$ cat config.mk
export PLATFORM = sky130hd
export DESIGN_NAME = csv_field_tokenizer_core
export DESIGN_NICKNAME = d
export VERILOG_FILES = /design/src/design/cft_pkg.sv /design/src/design/cft_parser.sv /design/src/design/cft_result_buf.sv /design/src/design/csv_field_tokenizer_core.sv
export SDC_FILE = /design/constraint.sdc
export NUM_CORES = 1
export LEC_CHECK = 0
export BUFFER_PORTS_ARGS = -buffer_cell sky130_fd_sc_hd__buf_2
export CORE_UTILIZATION = 30
export CTS_BUF_LIST = sky130_fd_sc_hd__clkbuf_4 sky130_fd_sc_hd__clkbuf_8
export DETAILED_ROUTE_END_ITERATION = 8
export SLEW_MARGIN = 20
export SYNTH_ARGS = -nofsm -noshare
export SYNTH_HDL_FRONTEND = slang
export SYNTH_SLANG_ARGS = --single-unit
$ cat constraint.sdc
create_clock -name clock -period 8.5 [get_ports clock]
set_input_delay 1.7 -clock clock [delete_from_list [all_inputs] [get_ports clock]]
set_output_delay 1.7 -clock clock [all_outputs]
set_load 0.1 [all_outputs]
$ cat src/design/cft_pkg.sv
// Shared types and constants for the CSV field tokenizer.
// Used by the parser, the result buffer, the top level and the checker.
`default_nettype none

package cft_pkg;

   localparam logic [7:0]  BYTE_QUOTE      = 8'h22;
   localparam logic [7:0]  BYTE_LF         = 8'h0A;
   localparam logic [7:0]  BYTE_CR         = 8'h0D;
   localparam logic [7:0]  MAX_FIELD_LEN   = 8'd255;
   localparam logic [15:0] ROW_TOP         = 16'hFFFF;
   localparam logic [9:0]  COL_TOP         = 10'h3FF;
   localparam logic [7:0]  DELIMITER_RESET = 8'd44;

   // register index, taken from paddr bit 2 (registers sit 4 bytes apart)
   localparam logic        REG_DELIMITER   = 1'b0;

   localparam int unsigned RES_SLOTS = 4;
   localparam int unsigned CNT_W     = $clog2(RES_SLOTS + 1);

   typedef enum logic [2:0] {
      MODE_BUF_START   = 3'd0,
      MODE_BETWEEN     = 3'd1,
      MODE_FIELD_START = 3'd2,
      MODE_UNQUOTED    = 3'd3,
      MODE_QUOTED      = 3'd4,
      MODE_QUOTE_SEEN  = 3'd5
   } mode_type;

   typedef enum logic [1:0] {
      KIND_CHAR      = 2'd0,
      KIND_FIELD_END = 2'd1,
      KIND_ROW_END   = 2'd2,
      KIND_BUF_END   = 2'd3
   } kind_type;

   typedef struct packed {
      mode_type    mode;
      logic [7:0]  field_count;
      logic [9:0]  column_number;
      logic [15:0] row_number;
      logic        overflow_seen;
   } parse_state_type;

   typedef struct packed {
      kind_type    kind;
      logic [7:0]  char_value;
      logic [15:0] row_index;
      logic [9:0]  column_index;
      logic [7:0]  field_length;
      logic        truncated;
      logic        last_of_run;
   } result_type;

   typedef struct packed {
      logic can_load;
      logic valid;
   } buf_status_type;

endpackage

`default_nettype wire

$ cat src/design/cft_parser.sv
// Combinational parse step: one byte plus parser state in, up to four results
// and the next parser state out. Depends on cft_pkg.
`default_nettype none

module cft_parser (
   input  wire logic [7:0]                                 byte_value,
   input  wire logic                                       last_byte,
   input  wire logic [7:0]                                 delimiter,
   input  wire cft_pkg::parse_state_type                   cur_state,
   output cft_pkg::parse_state_type                        nxt_state,
   output cft_pkg::result_type [cft_pkg::RES_SLOTS-1:0]    results,
   output logic [cft_pkg::CNT_W-1:0]                       res_count
);

   function automatic cft_pkg::result_type mk_res(
      input cft_pkg::kind_type k,
      input logic [7:0]        ch,
      input logic [15:0]       row,
      input logic [9:0]        col,
      input logic [7:0]        len,
      input logic              tr
   );
      cft_pkg::result_type r;
      r.kind         = k;
      r.char_value   = ch;
      r.row_index    = row;
      r.column_index = col;
      r.field_length = len;
      r.truncated    = tr;
      r.last_of_run  = 1'b0;
      return r;
   endfunction

   localparam int unsigned CNT_W_L = cft_pkg::CNT_W;

   logic                  is_eol;
   logic                  is_delim;
   logic                  is_quote;
   logic                  do_end_field;
   logic                  do_end_row;
   logic                  do_start;
   logic                  do_char;
   cft_pkg::mode_type     mode_sel;
   cft_pkg::parse_state_type st;
   logic [CNT_W_L-1:0]    n;
   logic [15:0]           rows;
   cft_pkg::result_type [cft_pkg::RES_SLOTS-1:0] res;

   assign is_eol   = (byte_value == cft_pkg::BYTE_CR) || (byte_value == cft_pkg::BYTE_LF);
   assign is_delim = (byte_value == delimiter);
   assign is_quote = (byte_value == cft_pkg::BYTE_QUOTE);

   always_comb begin
      do_end_field = 1'b0;
      do_end_row   = 1'b0;
      do_start     = 1'b0;
      do_char      = 1'b0;
      mode_sel     = cur_state.mode;

      case (cur_state.mode)
         cft_pkg::MODE_BETWEEN: begin
            do_start = !is_eol;
         end
         cft_pkg::MODE_UNQUOTED: begin
            if (is_delim) begin
               do_end_field = 1'b1;
               mode_sel     = cft_pkg::MODE_FIELD_START;
            end else if (is_eol) begin
               do_end_field = 1'b1;
               do_end_row   = 1'b1;
            end else begin
               do_char = 1'b1;
            end
         end
         cft_pkg::MODE_QUOTED: begin
            if (is_quote) mode_sel = cft_pkg::MODE_QUOTE_SEEN;
            else          do_char  = 1'b1;
         end
         cft_pkg::MODE_QUOTE_SEEN: begin
            if (is_quote) begin
               do_char  = 1'b1;
               mode_sel = cft_pkg::MODE_QUOTED;
            end else begin
               do_end_field = 1'b1;
               if (is_delim)    mode_sel   = cft_pkg::MODE_FIELD_START;
               else if (is_eol) do_end_row = 1'b1;
               else             do_start   = 1'b1;
            end
         end
         default: begin
            // buffer start and field start behave alike; unused codes too
            if (is_eol) do_end_row = 1'b1;
            else        do_start   = 1'b1;
         end
      endcase

      // open a new field: quote wins over the delimiter
      if (do_start) begin
         if (is_quote) begin
            mode_sel = cft_pkg::MODE_QUOTED;
         end else if (is_delim) begin
            do_end_field = 1'b1;
            mode_sel     = cft_pkg::MODE_FIELD_START;
         end else begin
            do_char  = 1'b1;
            mode_sel = cft_pkg::MODE_UNQUOTED;
         end
      end

      st  = cur_state;
      n   = '0;
      res = '0;

      if (do_end_field) begin
         res[n[1:0]] = mk_res(cft_pkg::KIND_FIELD_END, 8'd0, st.row_number,
                              st.column_number, st.field_count, st.overflow_seen);
         n = n + 1'b1;
         if (st.column_number < cft_pkg::COL_TOP) st.column_number = st.column_number + 1'b1;
         st.field_count   = '0;
         st.overflow_seen = 1'b0;
      end

      st.mode = mode_sel;

      if (do_end_row) begin
         res[n[1:0]] = mk_res(cft_pkg::KIND_ROW_END, 8'd0, st.row_number,
                              st.column_number, 8'd0, 1'b0);
         n = n + 1'b1;
         if (st.row_number < cft_pkg::ROW_TOP) st.row_number = st.row_number + 1'b1;
         st.column_number = '0;
         st.mode          = cft_pkg::MODE_BETWEEN;
      end

      if (do_start) begin
         st.field_count   = '0;
         st.overflow_seen = 1'b0;
      end

      if (do_char) begin
         if (st.field_count < cft_pkg::MAX_FIELD_LEN) begin
            res[n[1:0]] = mk_res(cft_pkg::KIND_CHAR, byte_value, st.row_number,
                                 st.column_number, 8'd0, 1'b0);
            n = n + 1'b1;
            st.field_count = st.field_count + 1'b1;
         end else begin
            // drop the byte, flag it on the field end
            st.overflow_seen = 1'b1;
         end
      end

      rows = st.row_number;
      if (last_byte) begin
         if (st.mode >= cft_pkg::MODE_UNQUOTED) begin
            res[n[1:0]] = mk_res(cft_pkg::KIND_FIELD_END, 8'd0, st.row_number,
                                 st.column_number, st.field_count, st.overflow_seen);
            n = n + 1'b1;
         end
         if ((st.mode >= cft_pkg::MODE_FIELD_START) && (rows < cft_pkg::ROW_TOP)) begin
            rows = rows + 1'b1;
         end
         res[n[1:0]] = mk_res(cft_pkg::KIND_BUF_END, 8'd0, rows, 10'd0, 8'd0, 1'b0);
         n = n + 1'b1;
         st.mode          = cft_pkg::MODE_BUF_START;
         st.field_count   = '0;
         st.column_number = '0;
         st.row_number    = '0;
         st.overflow_seen = 1'b0;
      end

      if (n != '0) res[2'(n - 1'b1)].last_of_run = 1'b1;

      nxt_state = st;
      results   = res;
      res_count = n;
   end

endmodule

`default_nettype wire

$ cat src/design/cft_result_buf.sv
// Result buffer: holds the results of one byte and drains them one beat per
// cycle while pop is held, head in slot zero. Depends on cft_pkg.
`default_nettype none

module cft_result_buf (
   input  wire logic                                      clock,
   input  wire logic                                      reset,
   input  wire logic                                      load,
   input  wire cft_pkg::result_type [cft_pkg::RES_SLOTS-1:0] load_results,
   input  wire logic [cft_pkg::CNT_W-1:0]                 load_count,
   input  wire logic                                      pop,
   output cft_pkg::result_type                            head,
   output cft_pkg::buf_status_type                        status
);

   localparam logic [cft_pkg::CNT_W-1:0] CNT_ONE = cft_pkg::CNT_W'(1);

   cft_pkg::result_type [cft_pkg::RES_SLOTS-1:0] ent_ff, ent_in;
   logic [cft_pkg::CNT_W-1:0]                    cnt_ff, cnt_in;

   always_comb begin
      ent_in = ent_ff;
      cnt_in = cnt_ff;
      if (load) begin
         ent_in = load_results;
         cnt_in = load_count;
      end else if (pop) begin
         // advance the queue by one slot
         for (int i = 0; i < cft_pkg::RES_SLOTS - 1; i++) begin
            ent_in[i] = ent_ff[i+1];
         end
         cnt_in = cnt_ff - 1'b1;
      end
   end

   always_ff @(posedge clock) begin
      if (reset) begin
         cnt_ff <= '0;
      end else begin
         cnt_ff <= cnt_in;
      end
   end

   always_ff @(posedge clock) begin
      ent_ff <= ent_in;
   end

   assign head            = ent_ff[0];
   assign status.valid    = (cnt_ff != '0);
   assign status.can_load = (cnt_ff == '0) || ((cnt_ff == CNT_ONE) && pop);

endmodule

`default_nettype wire

$ cat src/design/csv_field_tokenizer_core.sv
// CSV field tokenizer top level: input register, parser state, delimiter
// register, and the result buffer. Depends on cft_pkg, cft_parser, cft_result_buf.
// A byte waits in the input register until the result buffer can take its
// results, which the buffer then presents. Throughput: one byte per cycle
// while each byte yields at most one result and rsp_tready stays high; a byte
// yielding more results holds the next byte in the input register while they
// drain. Reset (synchronous, active high): parser at buffer start, buffers empty, delimiter 44.
`default_nettype none

module csv_field_tokenizer_core (
   input  wire logic        clock,
   input  wire logic        reset,
   // req_tdata: byte_value[7:0]
   input  wire logic        req_tvalid,
   output logic             req_tready,
   input  wire logic [7:0]  req_tdata,
   input  wire logic        req_tlast,
   // rsp_tdata: char_value[7:0], row_index[23:8], column_index[33:24],
   //            field_length[41:34], truncated[42], zero[47:43]
   output logic             rsp_tvalid,
   input  wire logic        rsp_tready,
   output logic [47:0]      rsp_tdata,
   // rsp_tuser: kind[1:0]
   output logic [1:0]       rsp_tuser,
   output logic             rsp_tlast,
   input  wire logic        csr_psel,
   input  wire logic        csr_penable,
   input  wire logic        csr_pwrite,
   input  wire logic [2:0]  csr_paddr,
   input  wire logic [31:0] csr_pwdata,
   output logic [31:0]      csr_prdata,
   output logic             csr_pready
);

   logic                     in_valid_ff, in_valid_in;
   logic [7:0]               in_byte_ff;
   logic                     in_last_ff;
   logic [7:0]               delim_ff, delim_in;
   cft_pkg::parse_state_type state_ff, state_in, state_nxt;
   cft_pkg::result_type [cft_pkg::RES_SLOTS-1:0] results;
   logic [cft_pkg::CNT_W-1:0] res_count;
   cft_pkg::result_type      head;
   cft_pkg::buf_status_type  status;
   logic                     advance;
   logic                     pop;
   logic                     req_beat;
   logic                     csr_wr;

   assign pop        = rsp_tvalid && rsp_tready;
   assign advance    = in_valid_ff && status.can_load;
   assign req_tready = !in_valid_ff || advance;
   assign req_beat   = req_tvalid && req_tready;

   cft_parser u_parser (
      .byte_value (in_byte_ff),
      .last_byte  (in_last_ff),
      .delimiter  (delim_ff),
      .cur_state  (state_ff),
      .nxt_state  (state_nxt),
      .results    (results),
      .res_count  (res_count)
   );

   cft_result_buf u_result_buf (
      .clock        (clock),
      .reset        (reset),
      .load         (advance),
      .load_results (results),
      .load_count   (res_count),
      .pop          (pop),
      .head         (head),
      .status       (status)
   );

   always_comb begin
      in_valid_in = in_valid_ff;
      if (req_beat)     in_valid_in = 1'b1;
      else if (advance) in_valid_in = 1'b0;
      state_in = advance ? state_nxt : state_ff;
   end

   // configuration
   assign csr_pready = 1'b1;
   assign csr_wr     = csr_psel && csr_penable && csr_pwrite && csr_pready;
   assign delim_in   = (csr_wr && (csr_paddr[2] == cft_pkg::REG_DELIMITER) && (csr_paddr[1:0] == 2'b00))
                       ? csr_pwdata[7:0] : delim_ff;
   assign csr_prdata = ((csr_paddr[2] == cft_pkg::REG_DELIMITER) && (csr_paddr[1:0] == 2'b00))
                       ? {24'd0, delim_ff} : 32'd0;

   always_ff @(posedge clock) begin
      if (reset) begin
         in_valid_ff            <= 1'b0;
         delim_ff               <= cft_pkg::DELIMITER_RESET;
         state_ff.mode          <= cft_pkg::MODE_BUF_START;
         state_ff.field_count   <= '0;
         state_ff.column_number <= '0;
         state_ff.row_number    <= '0;
         state_ff.overflow_seen <= 1'b0;
      end else begin
         in_valid_ff <= in_valid_in;
         delim_ff    <= delim_in;
         state_ff    <= state_in;
      end
   end

   always_ff @(posedge clock) begin
      if (req_beat) begin
         in_byte_ff <= req_tdata;
         in_last_ff <= req_tlast;
      end
   end

   assign rsp_tvalid = status.valid;
   assign rsp_tdata  = {5'd0, head.truncated, head.field_length, head.column_index,
                        head.row_index, head.char_value};
   assign rsp_tuser  = head.kind;
   assign rsp_tlast  = head.last_of_run;

endmodule

`default_nettype wire

==> results by group <==
Outcome
  – Outcome: finished clean

Setup path
  – Crit path buffers/inverters: 0
  – Worst-path cell chain: and3b_1 -> o211ai_2 -> a21oi_1 -> or4_4 -> and2_1 -> ha_1 -> nand2_1 -> or2_2 -> nor2_1 -> a22o_4 -> o21ai_0 -> ha_1 -> nand2_1 -> o21a_1 -> ha_1 -> nand2_1 -> nand2_1 -> or3_1 -> and3_1 -> a21oi_1 -> o21ai_0
  – CP Data Arrival Time: about 7.5 ns
  – Setup crit end kind: flip-flop
  – CP Max Fanout: 15
  – Kind of critical path: reg2reg
  – Worst path slowest cell: o211ai_2
  – CP required: about 9 ns
  – CP top delay family: simple AND/OR/NAND/NOR gates
  – Startpoint Class: flip-flop
  – CP max stage delay: 0.66 ns
  – Most frequent CP cell: nand2_1

Synth
  – Number of synthesized flops with an enable pin: approximately 190
  – Asr flop ratio synth: 0%
  – Syn avg cell area: 9.78 um^2
  – Most frequent cell after synthesis: edfxtp_1
  – Cell Area, Synth: 0.0144 mm^2
  – Post-Syn Instances: 1,476
  – Flip-flop and latch count after synthesis: 243
  – Ys Warns: 0
  – Cell taking the most area after synthesis: edfxtp_1
  – Commonest cells in the netlist: edfxtp_1 (193), nand2_1 (154), nor2_1 (126), o21ai_0 (114), a21oi_1 (97)
  – Top-area cell type share of the netlist area: about two fifths
  – Post-synthesis sequential area ratio: about 47%
  – Ys flop type: edfxtp_1
  – Synth cell types: 103
  – Area contributors post-synth: edfxtp_1 (40%), dfxtp_1 (6.9%), buf_4 (4.1%)

Clock network
  – Setup Buffers After CTS: 0
  – Num CTS Buffers: 45
  – Root buffer cell: clkbuf_8
  – CTS clk-pin slew, worst paths: 0.06 ns
  – Clk Latency, worst-skew pair: 0.61 ns
  – CTS tree: built
  – CTS resizes: 0
  – Clock Sinks: 243
  – Max Root-Sink Buffers: 3
  – CTS HTree Levels: 2
  – Hold Buf Count CTS: 0

Routing
  – DRT Wirelength: 43,200 um
  – WL/cell: ~20 um
  – Avg Vias per Cell: 5.42
  – First-pass detailed-route iteration total: 6
  – Initial drt markers: 1,074
  – Drc violations: 0
  – Routed Antenna Nets: 0
  – Vias after detailed routing: 11,500

Placement
  – GP Congestion: 0.898
  – Port-buffer cells: between 80 and 90
  – DP Wirelength: 28,700 um
  – Placed Cells: 2,040
  – Placement Cell Area: ~0.015 mm^2

Floorplan
  – Die area: 0.0490 mm^2
  – Die H: about 220 um
  – Die Width: 221 um
  – I/O pin total: approximately 140
  – Starting Density: 30.3%
  – Core area: 0.0476 mm^2
  – Placement Rows: 80

Pwr
  – PD cells: 333 mW/mm^2
  – Leakage: 5.71 nW
  – Maximum VDD drop: roughly 0.19 mV

Timing
  – Final hold vios: 0
  – RSZ-0062 raised after global routing: no
  – Clk_skew: 0.0379 ns
  – Setup TNS: 0 ns
  – Worst slew pin tran: ~1.2 ns
  – Hold WS: 0.512 ns
  – Setup-violating endpoint count in the final report: 0
  – Min cycle time layout: between 7 and 8 ns
  – Fin crit share: 84.4%
  – F_max: 139 MHz
  – Relative slew slack: 20.9%
  – Slew Viols, Final: 0

Final layout
  – Final Instance Area: 0.0158 mm^2
  – Cell Count, Final, Fillers Out: 2,124
  – Area Overhead vs Synth: 9.71%
  – Nets: approximately 1,500
  – Share of layout cells above drive strength 1: 16.0%

Global routing
  – First-pass GRT wire length: approximately 67,000 um
  – Initial antenna violation count: 2
  – Vias in the first global route: 11,000
  – Largest net degree at the start of global routing: 82
  – Total GRT Usage: 17.4%
  – Overflow after GRT: 0

Job
  – Max-cap violation count: 0

Hold path
  – Worst min path class: reg2reg
[routing by layer]
layer	track usage, %	wire (um)
met1	23.3	18800
met3	3.73	3300
met4	7.74	1590
met5	0	8
met2	27.1	19500
[area by class of cell]
type,count,area [um^2]
multi-input cells,1060,6650
clock buffers,64,787
repair buffers,97,523
inverters,25,96.3
clock inverters,19,216
well taps,615,769
flip-flops and latches,243,6800
diodes,1,2.50
fillers,4867,31800
[worst paths after layout]
check / startpoint / to / slack [ns] / cells past startpoint
worst max register to register: in_byte_ff[2] / u_result_buf.ent_ff[73] / 1.33 / 21
worst min-delay path: u_result_buf.ent_ff[170] / u_result_buf.ent_ff[124] / 0.51 / 2
worst min register to register: u_result_buf.ent_ff[170] / u_result_buf.ent_ff[124] / 0.51 / 2
worst max-delay path: in_byte_ff[2] / u_result_buf.ent_ff[73] / 1.33 / 21
[sequential cells by signal (all words and copies together), names as in the netlist]
name,flops
state_ff,38
u_result_buf.cnt_ff,3
in_valid_ff,1
in_last_ff,1
u_result_buf.ent_ff,138
in_byte_ff,8
delim_ff,8
u_result_buf.head,46
[worst reg2reg max path: cells and delay by family, from the launching register on]
family,cells,cell delay (ns)
simple gates,11,3.36
compound gates,7,2.06
fa+ha+maj,3,0.92
flops,1,0.57
[cell usage in the layout, fill, tap and decap left out, types with 48 or more instances in the layout]
cell type  instances
a22o_1            50
buf_2             82
edfxtp_1         193
a21oi_1           97
nand3_1           48
dfxtp_1           50
clkbuf_8          49
o21ai_0          114
nand2_1          152
nor2_1           125
[where the power goes]
group,leakage (nW),total [mW],internal (mW),switching [mW]
sequential,2.27,2.02,1.89,0.136
combinational,2.92,1.97,0.366,1.61
clock,0.526,1.27,0.750,0.523
total,5.71,5.27,3.00,2.27
[through the flow]
step / setup WS, ns / power [mW] / util, %
6_report: 1.33 / 5.27 / 33.2
5_1_grt: 0.902 / 5.51 / 33.2
4_1_cts: 1.42 / 5.32 / 33.2
3_5_place_dp: 1.44 / 4.03 / 31.1
3_3_place_gp: 1.61 / 4.00 / 31.1
2_1_floorplan: 2.34 / 3.81 / -
[logic make-up (layout without fill, tap and decap cells)]
kind of cell	count (synthesis)	in the layout	synth area share [%]
XOR/XNOR	48	48	3.74
buffers and inverters	201	205	7.75
other	2	31	0.0520
flip-flops	243	243	47.1
AND/OR/NAND/NOR	511	511	18.2
AO/OA/AOI/OAI	434	434	20.2
multiplexers	19	19	1.41
adder cells (fa/ha/maj)	18	18	1.56
(Power assumes the default switching activity.)
